[src/fpe_pkg.sv]
// Package for the fingerprint module packet engine.
// Holds sizes, codes, reset values and the item structs; no dependencies.
`timescale 1ns / 1ps

package fpe_pkg;

    // Receive buffer geometry
    localparam int RX_DEPTH = 64;
    localparam int RX_AW    = $clog2(RX_DEPTH);
    localparam int RX_CW    = $clog2(RX_DEPTH + 1);
    localparam int RX_IW    = RX_CW + 1;

    // Reply pattern and field offsets from pattern start
    localparam int PAT_LEN     = 7;
    localparam int CONFIRM_OFS = 9;
    localparam int FIELD_CNT   = 5;

    // Command packet layout
    localparam int MAX_PARAMS = 5;
    localparam int TX_FIXED   = 10;
    localparam int LEN_EXTRA  = 3;

    // Commands
    localparam logic [1:0] CMD_SEND = 2'd0;
    localparam logic [1:0] CMD_RX   = 2'd1;
    localparam logic [1:0] CMD_IDLE = 2'd2;

    // Result kinds
    localparam logic KIND_TX     = 1'b0;
    localparam logic KIND_REPORT = 1'b1;

    // Mapped reply status
    localparam logic [2:0] ST_NOT_FOUND   = 3'd1;
    localparam logic [2:0] ST_DELETE_FAIL = 3'd4;
    localparam logic [2:0] ST_OTHER       = 3'd5;
    localparam logic [7:0] CODE_MAX_PLAIN = 8'h03;
    localparam logic [7:0] CODE_DELETE    = 8'h10;

    // Configuration register indexes
    localparam logic [1:0] REG_ADDRESS  = 2'd0;
    localparam logic [1:0] REG_HEADER   = 2'd1;
    localparam logic [1:0] REG_CMD_FLAG = 2'd2;
    localparam logic [1:0] REG_RPL_FLAG = 2'd3;

    // Configuration reset values
    localparam logic [31:0] RST_ADDRESS  = 32'hFFFF_FFFF;
    localparam logic [15:0] RST_HEADER   = 16'hEF01;
    localparam logic [7:0]  RST_CMD_FLAG = 8'h01;
    localparam logic [7:0]  RST_RPL_FLAG = 8'h07;

    typedef struct packed {
        logic [1:0]  command;
        logic [7:0]  instruction;
        logic [2:0]  param_count;
        logic [39:0] param_data;
        logic [7:0]  rx_byte;
    } t_in_item;

    typedef struct packed {
        logic        kind;
        logic [7:0]  tx_byte;
        logic        last;
        logic        reply_found;
        logic [2:0]  reply_status;
        logic [7:0]  confirm_code;
        logic [15:0] page_number;
        logic [15:0] match_score;
    } t_out_item;

endpackage

[src/fingerprint_module_packet_engine.sv]
// Top level of the fingerprint module packet engine: framer, receive buffer, reply search.
// Depends on fpe_pkg and fpe_ram.
`timescale 1ns / 1ps

// Usage:
//   Input channel (i_in_valid / o_in_ready / i_in_data) takes one item per handshake.
//   A send item produces param_count+12 transmit items (param_count clamped to 5, so
//   at most 17), the last one flagged; they leave one per cycle through the output
//   register while the receiver takes them.
//   A received-byte item is written to the buffer RAM in its accept cycle unless
//   the buffer already holds RX_DEPTH-1 bytes, and produces nothing; the next
//   item can follow in the next cycle. An idle item runs the reply search: the
//   single RAM read port fetches one byte at a time and one comparator checks it
//   against the pattern; on a match the report fields are fetched the same way,
//   then the report item is loaded.
//   o_in_ready is low while a send or a search is in progress.
//   When the receiver stalls, the output register holds its item and the
//   sequencer waits; nothing is dropped.
//   Reset clears the sequencer, the buffer count and the configuration registers;
//   the buffer RAM needs no clearing pass since unread bytes past the count read
//   as zero. Configuration writes (i_cfg_we) take effect at once and are meant
//   only while the block is idle.
module fingerprint_module_packet_engine (
    input  logic                 i_clk,
    input  logic                 i_rst_n,
    input  logic                 i_in_valid,
    output logic                 o_in_ready,
    input  fpe_pkg::t_in_item    i_in_data,
    output logic                 o_out_valid,
    input  logic                 i_out_ready,
    output fpe_pkg::t_out_item   o_out_data,
    input  logic                 i_cfg_we,
    input  logic [1:0]           i_cfg_index,
    input  logic [31:0]          i_cfg_data
);

    typedef enum logic [2:0] {
        S_IDLE,
        S_TX,
        S_SRD,
        S_SCMP,
        S_FRD,
        S_FCMP,
        S_REPORT
    } t_state;

    // Configuration registers
    logic [31:0] r_address;
    logic [15:0] r_header;
    logic [7:0]  r_cmd_flag;
    logic [7:0]  r_rpl_flag;

    // Sequencer and buffer state
    t_state                   r_state;
    logic [fpe_pkg::RX_CW-1:0] r_cnt;
    logic                     r_done;
    logic [fpe_pkg::RX_AW-1:0] r_p;
    logic [2:0]               r_j;
    logic [2:0]               r_fk;
    logic [4:0]               r_tidx;
    logic [15:0]              r_sum;
    logic [7:0]               r_instr;
    logic [2:0]               r_n;
    logic [39:0]              r_pd;
    logic                     r_found;
    logic [7:0]               r_code;
    logic [15:0]              r_page;
    logic [15:0]              r_score;
    logic                     r_out_valid;
    fpe_pkg::t_out_item       r_out;

    logic                     in_acc;
    logic                     out_free;
    logic                     out_load;
    logic                     ram_we;
    logic [fpe_pkg::RX_AW-1:0] ram_raddr;
    logic [7:0]               ram_rdata;
    logic [fpe_pkg::RX_IW-1:0] s_idx;
    logic [fpe_pkg::RX_IW-1:0] f_idx;
    logic [fpe_pkg::RX_IW-1:0] p_next_end;
    logic [7:0]               pat_byte;
    logic                     pat_hit;
    logic [7:0]               f_byte;
    logic [7:0]               tx_byte;
    logic                     tx_last;
    logic                     tx_in_sum;
    logic [2:0]               n_clip;
    logic [4:0]               n_ext;

    assign in_acc     = i_in_valid && o_in_ready;
    assign o_in_ready = (r_state == S_IDLE);
    assign out_free   = !r_out_valid || i_out_ready;
    assign out_load   = ((r_state == S_TX) || (r_state == S_REPORT)) && out_free;
    assign n_clip     = (i_in_data.param_count > 3'(fpe_pkg::MAX_PARAMS))
                        ? 3'(fpe_pkg::MAX_PARAMS) : i_in_data.param_count;
    assign n_ext      = {2'b00, r_n};

    // Buffer write on an accepted received byte
    assign ram_we = in_acc && (i_in_data.command == fpe_pkg::CMD_RX) && !r_done;

    // Read addresses for the search and for the field fetch
    assign s_idx      = fpe_pkg::RX_IW'(r_p) + fpe_pkg::RX_IW'(r_j);
    assign f_idx      = fpe_pkg::RX_IW'(r_p) + fpe_pkg::RX_IW'(fpe_pkg::CONFIRM_OFS)
                        + fpe_pkg::RX_IW'(r_fk);
    assign p_next_end = fpe_pkg::RX_IW'(r_p) + fpe_pkg::RX_IW'(1)
                        + fpe_pkg::RX_IW'(fpe_pkg::PAT_LEN);
    assign ram_raddr  = (r_state == S_FRD || r_state == S_FCMP)
                        ? f_idx[fpe_pkg::RX_AW-1:0] : s_idx[fpe_pkg::RX_AW-1:0];

    fpe_ram #(
        .WIDTH (8),
        .DEPTH (fpe_pkg::RX_DEPTH)
    ) u_ram (
        .i_clk   (i_clk),
        .i_we    (ram_we),
        .i_waddr (r_cnt[fpe_pkg::RX_AW-1:0]),
        .i_wdata (i_in_data.rx_byte),
        .i_raddr (ram_raddr),
        .o_rdata (ram_rdata)
    );

    // Pattern byte for the current compare step
    always_comb begin
        unique case (r_j)
            3'd0:    pat_byte = r_header[15:8];
            3'd1:    pat_byte = r_header[7:0];
            3'd2:    pat_byte = r_address[31:24];
            3'd3:    pat_byte = r_address[23:16];
            3'd4:    pat_byte = r_address[15:8];
            3'd5:    pat_byte = r_address[7:0];
            default: pat_byte = r_rpl_flag;
        endcase
    end

    // Shared byte comparator
    assign pat_hit = (ram_rdata == pat_byte);

    // Field bytes past the count read as zero
    assign f_byte = (f_idx < fpe_pkg::RX_IW'(r_cnt)) ? ram_rdata : 8'h00;

    // Transmit byte selection
    always_comb begin
        tx_last   = (r_tidx == 5'(fpe_pkg::TX_FIXED + 1) + n_ext);
        tx_in_sum = (r_tidx >= 5'd6) && (r_tidx < 5'(fpe_pkg::TX_FIXED) + n_ext);
        unique case (r_tidx)
            5'd0:    tx_byte = r_header[15:8];
            5'd1:    tx_byte = r_header[7:0];
            5'd2:    tx_byte = r_address[31:24];
            5'd3:    tx_byte = r_address[23:16];
            5'd4:    tx_byte = r_address[15:8];
            5'd5:    tx_byte = r_address[7:0];
            5'd6:    tx_byte = r_cmd_flag;
            5'd7:    tx_byte = 8'h00;
            5'd8:    tx_byte = {5'b00000, r_n} + 8'(fpe_pkg::LEN_EXTRA);
            5'd9:    tx_byte = r_instr;
            default: begin
                if (r_tidx < 5'(fpe_pkg::TX_FIXED) + n_ext) begin
                    tx_byte = r_pd[39:32];
                end else if (r_tidx == 5'(fpe_pkg::TX_FIXED) + n_ext) begin
                    tx_byte = r_sum[15:8];
                end else begin
                    tx_byte = r_sum[7:0];
                end
            end
        endcase
    end

    function automatic logic [2:0] map_status(input logic [7:0] code);
        logic [2:0] st;
        if (code <= fpe_pkg::CODE_MAX_PLAIN) begin
            st = code[2:0];
        end else if (code == fpe_pkg::CODE_DELETE) begin
            st = fpe_pkg::ST_DELETE_FAIL;
        end else begin
            st = fpe_pkg::ST_OTHER;
        end
        return st;
    endfunction

    // Configuration registers
    always_ff @(posedge i_clk) begin
        if (!i_rst_n) begin
            r_address  <= fpe_pkg::RST_ADDRESS;
            r_header   <= fpe_pkg::RST_HEADER;
            r_cmd_flag <= fpe_pkg::RST_CMD_FLAG;
            r_rpl_flag <= fpe_pkg::RST_RPL_FLAG;
        end else if (i_cfg_we) begin
            unique case (i_cfg_index)
                fpe_pkg::REG_ADDRESS:  r_address  <= i_cfg_data;
                fpe_pkg::REG_HEADER:   r_header   <= i_cfg_data[15:0];
                fpe_pkg::REG_CMD_FLAG: r_cmd_flag <= i_cfg_data[7:0];
                fpe_pkg::REG_RPL_FLAG: r_rpl_flag <= i_cfg_data[7:0];
                default: ;
            endcase
        end
    end

    // Sequencer, buffer count and output register
    always_ff @(posedge i_clk) begin
        if (!i_rst_n) begin
            r_state     <= S_IDLE;
            r_cnt       <= '0;
            r_done      <= 1'b0;
            r_out_valid <= 1'b0;
        end else begin
            // Output valid: set on a load, cleared once the item is taken
            if (out_load) begin
                r_out_valid <= 1'b1;
            end else if (i_out_ready) begin
                r_out_valid <= 1'b0;
            end
            unique case (r_state)
                S_IDLE: begin
                    if (in_acc) begin
                        unique case (i_in_data.command)
                            fpe_pkg::CMD_SEND: begin
                                r_instr <= i_in_data.instruction;
                                r_n     <= n_clip;
                                r_pd    <= i_in_data.param_data;
                                r_tidx  <= '0;
                                r_sum   <= '0;
                                r_state <= S_TX;
                            end
                            fpe_pkg::CMD_RX: begin
                                if (!r_done) begin
                                    r_cnt <= r_cnt + 1'b1;
                                    if ((r_cnt + 1'b1)
                                        >= fpe_pkg::RX_CW'(fpe_pkg::RX_DEPTH - 1)) begin
                                        r_done <= 1'b1;
                                    end
                                end
                            end
                            fpe_pkg::CMD_IDLE: begin
                                r_p     <= '0;
                                r_j     <= '0;
                                r_found <= 1'b0;
                                r_code  <= '0;
                                r_page  <= '0;
                                r_score <= '0;
                                if (r_cnt >= fpe_pkg::RX_CW'(fpe_pkg::PAT_LEN)) begin
                                    r_state <= S_SRD;
                                end else begin
                                    r_state <= S_REPORT;
                                end
                            end
                            default: ;
                        endcase
                    end
                end
                S_TX: begin
                    if (out_free) begin
                        r_out.kind           <= fpe_pkg::KIND_TX;
                        r_out.tx_byte        <= tx_byte;
                        r_out.last           <= tx_last;
                        r_out.reply_found    <= 1'b0;
                        r_out.reply_status   <= '0;
                        r_out.confirm_code   <= '0;
                        r_out.page_number    <= '0;
                        r_out.match_score    <= '0;
                        r_tidx               <= r_tidx + 1'b1;
                        if (tx_in_sum) begin
                            r_sum <= r_sum + {8'h00, tx_byte};
                        end
                        if (r_tidx >= 5'(fpe_pkg::TX_FIXED)) begin
                            r_pd <= {r_pd[31:0], 8'h00};
                        end
                        if (tx_last) begin
                            r_state <= S_IDLE;
                        end
                    end
                end
                S_SRD: begin
                    r_state <= S_SCMP;
                end
                S_SCMP: begin
                    if (pat_hit) begin
                        if (r_j == 3'(fpe_pkg::PAT_LEN - 1)) begin
                            r_found <= 1'b1;
                            r_fk    <= '0;
                            r_state <= S_FRD;
                        end else begin
                            r_j     <= r_j + 1'b1;
                            r_state <= S_SRD;
                        end
                    end else begin
                        r_p <= r_p + 1'b1;
                        r_j <= '0;
                        if (p_next_end > fpe_pkg::RX_IW'(r_cnt)) begin
                            r_state <= S_REPORT;
                        end else begin
                            r_state <= S_SRD;
                        end
                    end
                end
                S_FRD: begin
                    r_state <= S_FCMP;
                end
                S_FCMP: begin
                    unique case (r_fk)
                        3'd0:    r_code        <= f_byte;
                        3'd1:    r_page[15:8]  <= f_byte;
                        3'd2:    r_page[7:0]   <= f_byte;
                        3'd3:    r_score[15:8] <= f_byte;
                        default: r_score[7:0]  <= f_byte;
                    endcase
                    if (r_fk == 3'(fpe_pkg::FIELD_CNT - 1)) begin
                        r_state <= S_REPORT;
                    end else begin
                        r_fk    <= r_fk + 1'b1;
                        r_state <= S_FRD;
                    end
                end
                S_REPORT: begin
                    if (out_free) begin
                        r_out.kind         <= fpe_pkg::KIND_REPORT;
                        r_out.tx_byte      <= 8'h00;
                        r_out.last         <= 1'b1;
                        r_out.reply_found  <= r_found;
                        r_out.reply_status <= r_found ? map_status(r_code)
                                                      : fpe_pkg::ST_NOT_FOUND;
                        r_out.confirm_code <= r_code;
                        r_out.page_number  <= r_page;
                        r_out.match_score  <= r_score;
                        r_cnt              <= '0;
                        r_done             <= 1'b0;
                        r_state            <= S_IDLE;
                    end
                end
                default: r_state <= S_IDLE;
            endcase
        end
    end

    assign o_out_valid = r_out_valid;
    assign o_out_data  = r_out;

endmodule

[src/fpe_ram.sv]
// Generic single-write, single-read RAM with registered read data.
// No dependencies; contents are undefined until written.
`timescale 1ns / 1ps

module fpe_ram #(
    parameter int WIDTH = 8,
    parameter int DEPTH = 64
) (
    input  logic                     i_clk,
    input  logic                     i_we,
    input  logic [$clog2(DEPTH)-1:0] i_waddr,
    input  logic [WIDTH-1:0]         i_wdata,
    input  logic [$clog2(DEPTH)-1:0] i_raddr,
    output logic [WIDTH-1:0]         o_rdata
);

    logic [WIDTH-1:0] r_mem [DEPTH];
    logic [WIDTH-1:0] r_rdata;

    // Write port and registered read port
    always_ff @(posedge i_clk) begin
        if (i_we) begin
            r_mem[i_waddr] <= i_wdata;
        end
        r_rdata <= r_mem[i_raddr];
    end

    assign o_rdata = r_rdata;

endmodule

[config.mk]
export PLATFORM = sky130hd
export DESIGN_NAME = fingerprint_module_packet_engine
export DESIGN_NICKNAME = d
export VERILOG_FILES = /design/src/fpe_pkg.sv /design/src/fingerprint_module_packet_engine.sv /design/src/fpe_ram.sv
export SDC_FILE = /design/constraint.sdc
export NUM_CORES = 1
export LEC_CHECK = 0
export ABC_AREA = 1
export BUFFER_PORTS_ARGS = -buffer_cell sky130_fd_sc_hd__buf_2
export CAP_MARGIN = 10
export CORE_MARGIN = 5
export CORE_UTILIZATION = 45
export DETAILED_ROUTE_END_ITERATION = 10
export SETUP_SLACK_MARGIN = 0.3
export SLEW_MARGIN = 40
export SYNTH_ARGS = -nofsm -noshare
export SYNTH_HDL_FRONTEND = slang
export SYNTH_SLANG_ARGS = --single-unit
[constraint.sdc]
create_clock -name i_clk -period 7.9 [get_ports i_clk]
set_input_delay 1.58 -clock i_clk [delete_from_list [all_inputs] [get_ports i_clk]]
set_output_delay 1.58 -clock i_clk [all_outputs]
set_load 0.01 [all_outputs]
Word-level counts from Yosys, hierarchy flattened
Memories as Yosys holds them, arrays and structs flattened. A register that Yosys moved wholly into a read port is not among the register bits.
Cells that the tools add are included.

storage, ports and cells
  register bits = 255
  memory bits (writable) = 512
  input bits = 100
  output and inout bits = 56
  word-level logic and storage cells = 236
  memories = 1

memory list
  memory       depth  width  rd ports  clocked after memory_dff  wr ports  RTL line       source
  u_ram.r_mem  64     8      1         1                         1         fpe_ram.sv:17  logic [WIDTH-1:0] r_mem [DEPTH];

cells by class
  $add $sub $neg = 14
  magnitude comparators = 9
  eq/ne operators = 55
  multiplexer cells = 82
  reduce and logical (&&, ||, !) cells = 45

operator list
  kind                                                    number
  two-way mux 40 bit                                      4
  two-way mux 54 bit                                      2
  one-hot mux 54 bit (2 select lines)                     1
  two-way mux 16 bit                                      6
  one-hot mux 16 bit (2 select lines)                     3
  two-way mux 8 bit                                       10
  one-hot mux 40 bit (2 select lines)                     1
  one-hot mux 8 bit (10 select lines)                     1
  AND reduction 5 bit                                     11
  two-way mux 3 bit                                       17
  one-hot mux 8 bit (6 select lines)                      1
  two-way mux 7 bit                                       4
  two-way mux 6 bit                                       4
  == test 3 bit (second input constant)                   7
  one-hot mux 3 bit (7 select lines)                      1
  == test 5 x 3 -> 1 bit (second input constant)          4
  inequality test 2 bit (second input constant)           10
  == test 3 x 2 -> 1 bit (second input constant)          6
  inequality test 2 x 1 -> 1 bit (second input constant)  9
  one-hot mux 3 bit (2 select lines)                      3
  AND reduction 6 bit                                     3
  adder 16 x 8 -> 16 bit                                  1
  one-hot mux 8 bit (2 select lines)                      1
  two-way mux 5 bit                                       3
  other kinds (47)                                        92

Depth between registers and ports, before layout
Gate-level depths: netlist (run 1).

  word-level depth = 9
  gate-level depth with buffers = 27
  gate-level depth less buffers = 26

Modules after synthesis
A second synthesis (run 1) with hierarchy kept.

unflattened totals
  cell total of the unflattened synthesis = 3299
  area, all modules = 34270.4 um2

modules (own cells, without submodules)
  module                            times used  cells an instance  area each (um2)  seq. area each (um2)
  fpe_ram                           1           1822               21291.7          15534.9
  fingerprint_module_packet_engine  1           1477               12978.7          6896.6

Worst setup path before layout (run 1)
Ideal clock, no wire load.

  path type = input port to flip-flop
  start = in i_rst_n
  end = reg r_out (netlist bit o_out_data[0]) (enable)
  library setup time = 533 ps
  arrival time = 5549 ps
  slack = 1818 ps
  cell stages on the path = 3
  path buffers = 1
  cells stage by stage = clkbuf_1 inv_1 nor3_1

between the ends
  cells in the longest elaborated chain, start to end = 1

RTL lines
  what                                  RTL line                                source
  start, declared                       fingerprint_module_packet_engine.sv:25  input logic i_rst_n,
  AND reduction 4 bit (no source line)  -
  end, declared                         fingerprint_module_packet_engine.sv:70  fpe_pkg::t_out_item r_out;

No other way between the ends.
A chain may end at the register's enable or synchronous reset.

Worst setup path in the final report (run 1)
  start = reg r_tidx[1]
  end = reg r_sum[15] (data pin)

between the ends
  cells in the longest elaborated chain, start to end = 8
  elaborated cells between the ends (all ways) = 19

RTL lines
  what                                                                RTL line                                 source
  start, declared                                                     fingerprint_module_packet_engine.sv:60   logic [4:0] r_tidx;
  start signal, assigned                                              fingerprint_module_packet_engine.sv:260  r_tidx <= r_tidx + 1'b1;
  branches (longest 3 deep; another with less-than comparator 5 bit)  -
  one-hot mux 8 bit (10 select lines) *                               fingerprint_module_packet_engine.sv:145  unique case (r_tidx)
  named net tx_byte[2]                                                fingerprint_module_packet_engine.sv:84   logic [7:0] tx_byte;
  adder 16 x 8 -> 16 bit *                                            fingerprint_module_packet_engine.sv:262  r_sum <= r_sum + {8'h00, tx_byte};
  two-way mux 16 bit *                                                fingerprint_module_packet_engine.sv:261  if (tx_in_sum) begin
  two-way mux 16 bit *                                                fingerprint_module_packet_engine.sv:251  if (out_free) begin
  one-hot mux 16 bit (2 select lines) *                               fingerprint_module_packet_engine.sv:212  unique case (r_state)
  end signal, assigned                                                fingerprint_module_packet_engine.sv:262
  end, declared                                                       fingerprint_module_packet_engine.sv:61   logic [15:0] r_sum;

Mark *: on every way through the listed nets, which the timed path passes. The select of a mux whose other input is x is not followed.

==> results.md, run 1 <==
* Compound-Gate Fraction of Synth Area at 10.6%
* XOR/XNOR share of the synthesized area at 0.362%
* VDD IR-drop max at 0.000246 V
* Commonest cells in the synthesized netlist: 691 x edfxtp_1, 511 x nor2_1, 376 x nand2_1, 224 x o21ai_0, 208 x nand3_1
* Final hold viol count at 0
* Final worst path period share at 56.9%
* Routability Congestion at approximately 0.97
* Vias in the first global route at 22967
* Min-Delay Path Class: flop to flop
* Setup TNS at 0 ps
* Adder-cell share of the synthesized area at between 2 and 2.5%
* Yosys reg bits at roughly 780
* Synth top area cells: edfxtp_1 62%, nor2_1 5.8%, dfxtp_1 5.1%, nand2_1 4.3%, o21ai_0 3.4%
* Syn_area_per_cell at approximately 11 sq um
* Initial DRC Count at 2348
* Filler cell count at roughly 6400
* Yosys cell types at 48
* Clock latency on the worst-skew pair at 650 ps
* Standby leakage power at 13.7 nW
* Final setup viols at 0
* CP max-delay cell: edfxtp_1
* CP endpoint kind: flop
* Worst setup SP type: flop
* IO buf count at around 160
* Fin crit period at 4490 ps
* Syn Inst Count at 2967
* First-pass GRT wire length at 135 mm
* Drt total wl at 88.1 mm
* H-Tree Depth at 3
* Via count at 23338
* Initial antenna violation count at 2
* CTS tree: yes
* Initial Util at 45.4%
* Simple-gate share of the synthesized area at 14.7%
* Sink Count at 775
* RSZ-0062 raised after global routing: no
* Sequential power share at between 40% and 50%
* Boundary Pins at 156
* Slew Viols, Final at 0
* Worst setup endpoint: r_sum[15]$_SDFFCE_PN0P_
* Count leader, synth: edfxtp_1
* Final Net Count at between 3000 and 4000
* Post-synthesis mux area share at 0%
* Routed WL per cell at 21.5 um
* Reg area at 0.0224 sq mm
* Largest net degree at the start of global routing at 143
* Core area at 0.0731 sq mm
* Post-cts sizing count at 0
* GR Util All Layers at 21.7%
* Primary FF master, synth: edfxtp_1
* Post-synth EDFFs at 691
* Post-synth ARST share at 0%
* Worst-Margin Slew at approximately 950 ps
* CP Cell Sequence: inv_1 -> ha_1 -> nand2_1 -> nor2_1 -> a2111oi_0 -> nand3_1 -> inv_1 -> o21ai_0 -> nand2_1 -> inv_1 -> ha_1 -> nand3_1 -> nand2_1 -> a21oi_1 -> o21ai_0 -> nand2_1 -> nand2_1 -> nand2_1 -> nor2_1 -> nand2_1 -> nor2_1 -> nand2_1 -> nand2_1 -> nor2_1
* Beginning of the critical path: r_tidx[1]$_SDFFCE_PN0P_
* Share of cells above drive strength 1 at 11.7%
* DP Area at about 0.035 sq mm
* Share of the synthesized area in the top cell type at 62.5%
* Sequential share of the synthesized area at 67.6%
* Dpl hpwl at 55.3 mm
* DR DRC count at 0
* Main combinational cell family by area after synthesis: simple AND/OR/NAND/NOR gates
* Largest area contributor in the netlist: edfxtp_1
* Die Area at between 0.07 and 0.08 sq mm
* DRT antenna net count at 0
* CP max stage delay at 490 ps
* Clk pwr share at 35.4%
* Num CTS Buffers at 82
* Root buffer cell: clkbuf_16
* Die span in x at roughly 280 um
* Post-CTS setup buffers at 0
* Critical-path maximum fanout at 11
* Reg2reg path depth at 24
* Req. time, crit path at 8290 ps
* Reg2Reg Capture Point: r_sum[15]$_SDFFCE_PN0P_
* Cell Int Power at about 7.6 mW
* Synth Net Count at 3125
* Critical Path Stages at 24
* Worst r2r src: r_tidx[1]$_SDFFCE_PN0P_
* Worst setup path class: flop to flop
* Layout area overhead at 13.4%
* Most common cell on crit path: nand2_1
* Area taken by multi-input logic gates at 0.00939 sq mm
* Sw Share at between 30% and 40%
* Switching Power at 3.47 mW
* Worst R2R Setup Slack at 3410 ps
* # Max-Cap Violations at 0
* Worst EP arrival at ~5000 ps
* Drt first pass iters at 6
* Worst Path Buf+Inv at 3
* # rows at between 90 and 100
* Die Y at 282 um
* Outcome: completed
* Yosys warning count at 0
* Combinational share of power at 21.7%
* Clock buffer depth at 3
* Worst-path clk slew at 60 ps
* Slew HR at 36.5%
* Via/cell ratio at 5.69
* Cts hold-fix bufs at 0
* Max Clock Freq at 223 MHz
* Remaining Overflow, GRT at 0
* Mapped Area at 0.0332 sq mm
* Final instance area at 0.0376 sq mm
* CP delay by family, top: simple AND/OR/NAND/NOR gates
* Worst Skew at 27.9 ps
* Power Dens Cells at 294 mW/mm^2
-- tightest hold or removal path, delay by kind of cell, from the launching register on --
| family | cells | cell delay [ps] |
|---|---|---|
| flip-flops | 1 | 290 |
| buffers and inverters | 1 | 60 |
| AO/OA/AOI/OAI | 1 | 60 |
-- layout make-up --
class / instances / area share (%)
clock buffers: 96 / 5.76
diodes: 2 / 0.0133
inverters: 203 / 2.07
repair buffers: 183 / 2.80
clock inverters: 56 / 1.65
multi-input cells: 1829 / 24.9
well taps: 959 / 3.19
flip-flops and latches: 775 / 59.6
-- cells in the final DEF (no fill, tap or decap), types with 9 or more instances in the layout --
cell / count
a21oi_1: 57
dfxtp_1: 84
clkbuf_1: 11
clkinv_2: 21
buf_2: 154
nand4_1: 31
clkinv_1: 17
bufinv_16: 9
o211ai_1: 35
o21ai_1: 94
nor3_1: 35
o22ai_1: 21
nand2_1: 376
inv_1: 183
nor2_2: 13
nor2_1: 499
edfxtp_1: 691
inv_2: 17
nand3_1: 208
o21ai_0: 224
clkbuf_16: 85
o221ai_1: 100
ha_1: 55
buf_4: 20
a211oi_1: 11
-- how the worst min path moves through the flow --
stage,start,to,cells after the start
finish,r_cmd_flag[5]$_SDFFE_PN0P_,r_cmd_flag[5]$_SDFFE_PN0P_,2
global placement,r_rpl_flag[0]$_SDFFE_PN1P_,r_rpl_flag[0]$_SDFFE_PN1P_,2
global route,r_rpl_flag[0]$_SDFFE_PN1P_,r_rpl_flag[0]$_SDFFE_PN1P_,2
CTS,r_cmd_flag[5]$_SDFFE_PN0P_,r_cmd_flag[5]$_SDFFE_PN0P_,2
detailed placement,r_cmd_flag[5]$_SDFFE_PN0P_,r_cmd_flag[5]$_SDFFE_PN0P_,2
floorplan,r_cmd_flag[5]$_SDFFE_PN0P_,r_cmd_flag[5]$_SDFFE_PN0P_,2
-- flip-flops by register name, indices dropped and copies added, names as in the netlist, 16 cells and up --
| register | cells |
|---|---|
| r_address | 32 |
| r_sum | 16 |
| r_header | 16 |
| r_pd | 40 |
| o_out_data | 54 |
| r_page | 16 |
| r_score | 16 |
| u_ram.r_mem | 512 |
-- power groups by stage --
stage,clock (mW),sequential [mW],combinational (mW)
2_1_floorplan,0,4.79,1.62
3_3_place_gp,0,4.83,2.33
3_5_place_dp,0,4.83,2.38
4_1_cts,3.99,4.74,2.39
5_1_grt,4.18,4.76,2.65
6_report,3.93,4.75,2.41
-- per-layer routing --
layer | vias up | GRT usage [%] | wire length [um]
met5 | - | 0 | 15
met4 | 2 | 6.05 | 2280
met3 | 147 | 3.56 | 6170
met2 | 971 | 35.9 | 42100
met1 | 11385 | 30.1 | 37500
li1 | 10833 | - | -
-- kinds of logic after synthesis --
family,after synthesis
AND/OR/NAND/NOR,1180
adder cells (fa/ha/maj),58
AO/OA/AOI/OAI,579
flip-flops,775
XOR/XNOR,12
buffers and inverters,363
-- stage by stage --
stage	power (mW)	std cells	util (%)	hold WS [ps]	setup slack [ps]
floorplan	6.42	2967	-	425	1820
global placement	7.16	3944	47.5	442	3390
detailed placement	7.21	3948	47.6	458	3330
CTS	11.1	4100	51.4	465	3540
global route	11.6	4102	51.5	488	2890
finish	11.1	4103	51.5	465	3410
Note: power is estimated with default switching activity, not from simulation.
==> inputs of run 2 (changes only) <==
==> constraint.sdc (replaced) <==
create_clock -name i_clk -period 3.63 [get_ports i_clk]
set_input_delay 0.726 -clock i_clk [delete_from_list [all_inputs] [get_ports i_clk]]
set_output_delay 0.726 -clock i_clk [all_outputs]
set_load 0.01 [all_outputs]
==> run 2 against run 1 <==
The run now ends with setup timing left. Register-to-register slack worse by 3400 ps. First-iteration DRC count up 9.2%. Via count up 4.3%. Sequential share of layout area decreased by 2.9 points. Die area unchanged. Clock power is 100% higher. Non-clock buffer count up 218. Fmax grew 22%. Combinational power rose to 2.7 times the previous value. Setup slack got worse by 3400 ps. Wire length up 6.0%. Global-route usage increased by 0.57 points. Critical endpoint unchanged. Largest power group unchanged. Highest routed layer is now met4.
==> results.md, run 2 (synthesis gave the netlist of run 1 again) <==
* Worst hold slack at ~260 ps
* DP Area at 0.0359 sq mm
* Commonest non-fill, non-tap cells in the layout: 691 x edfxtp_1, 497 x nor2_1, 368 x nand2_1
* Layout area overhead at 19.3%
* Root buffer cell: clkbuf_16
* Worst setup path class: flop to flop
* Drt first pass iters at 6
* Sink Count at 775
* Hold Crit Start: i_in_data[57]
* Slew HR at 43.7%
* Worst slack at placement at -107 ps
* Worst EP arrival at just over 4000 ps
* Outcome: finished with violations
* Min-Delay Path Class: input port to flop
* Boundary Pins at 156
* Critical-path maximum fanout at 8
* Failing checks: setup timing
* DR DRC count at 0
* Slew Viols, Final at 0
* Cts hold-fix bufs at 0
* Req. time, crit path at 4020 ps
* IO buf count at about 160
* Routability Congestion at 0.935
* Fin crit period at 3670 ps
* Standby leakage power at 14.8 nW
* Die span in x at 282 um
* Initial Util at 45.4%
* Initial antenna violation count at 1
* Share of cells above drive strength 1 at 19.5%
* Commonest non-fill, non-tap cell in the layout: edfxtp_1
* Worst Path Buf+Inv at 4
* Via/cell ratio at 5.64
* Core area at 0.0731 sq mm
* Worst r2r src: r_n[1]$_SDFFCE_PN0P_
* Worst Skew at 27.4 ps
* Total power at 24.9 mW
* Beginning of the critical path: r_n[1]$_SDFFCE_PN0P_
* Clock latency on the worst-skew pair at 640 ps
* Drt total wl at a little over 90 mm
* Max Clock Freq at 272 MHz
* RSZ-0062 raised after global routing: yes
* CTS tree: yes
* Clock buffer depth at 3
* Worst-path clk slew at 60 ps
* Final setup viols at 3
* Most common cell on crit path: nand2_2
* CP max-delay cell: edfxtp_1
* CP delay by family, top: simple AND/OR/NAND/NOR gates
* VDD IR-drop max at 0.000423 V
* Vias in the first global route at 23520
* Die Y at between 200 and 300 um
* Num CTS Buffers at 81
* GR Util All Layers at 22.3%
* Max reg flops at 512
* Worst-Margin Slew at 844 ps
* Initial DRC Count at 2564
* H-Tree Depth at 3
* Remaining Overflow, GRT at 0
* Power Dens Cells at between 600 and 700 mW/mm^2
* First-pass GRT wire length at 138 mm
* Setup TNS at -84.4 ps
* Via count at 24344
* Final instance area at 0.0396 sq mm
* Dpl hpwl at 57.8 mm
* Final Net Count at 3449
* DRT antenna net count at 0
* Setup ws final at -41.0 ps
* Die Area at 0.0793 sq mm
* Largest reg by FF count: u_ram.r_mem
* CP max stage delay at 430 ps
* CP endpoint kind: flop
* Largest net degree at the start of global routing at 137
* # rows at 99
* Antenna diodes at 0
* Final worst path period share at 101%
* Final hold viol count at 0
* Worst setup SP type: flop
* Routed WL per cell at 21.6 um
* # Max-Cap Violations at 0
run 2: cell types whose count changed in the layout (fill, tap and decap cells not counted), moves of 9 or more:
cell      before  now
buf_4         20  218
clkinv_2      21   11
inv_1        183  167
inv_2         17   32
o21ai_0      224  213
ha_1          55   43
buf_6          6   20
nor3_2         4   13
ha_4           0   10
o21ai_1       94  104
nor3_1        35   25
run 2: layer usage:
metal,global-route usage (%),share of wire (%),routed length (um)
met1,30.9,42,39000
met4,7.13,3.1,2910
met5,0,0,0
met2,36.5,48,44700
met3,3.33,7.2,6730
run 2: power breakdown:
group	total, mW	switching (mW)	internal, mW
Combinational	6.61	4.29	2.32
Clock	8.01	3.43	4.58
Sequential	10.3	0.203	10.1
Total	24.9	7.93	17.0
run 2: metrics by stage:
| step | util, % | instances |
|---|---|---|
| floorplan | - | 2967 |
| finish | 54.2 | 4315 |
| CTS | 53.7 | 4299 |
| global route | 54.2 | 4315 |
| global placement | 49.1 | 4078 |
| detailed placement | 49.1 | 4078 |
run 2: final timing paths:
kind / to / slack (ps) / cells after the start
hold reg to reg: r_cnt[6]$_SDFFE_PN0P_ / 470 / 2
setup reg to reg: r_sum[15]$_SDFFCE_PN0P_ / -40 / 27
hold / removal: r_instr[6]$_DFFE_PP_ / 260 / 1
setup / recovery: r_sum[15]$_SDFFCE_PN0P_ / -40 / 27
run 2: repair_timing:
item	4_1_cts	5_1_grt
pin swaps	44	25
setup buffers	73	12
resized for setup	61	63
gates cloned	0	4
endpoints found under the setup margin	26	56
run 2: layout make-up:
cell class                 count  area, sq um
tap                          959         1200
sequential                   775        22400
clock inverter                44          334
inverter                     203          774
fill                        6185        33500
timing repair buffer         401         2880
clock buffer                 104         2230
multi-input combinational   1829         9760
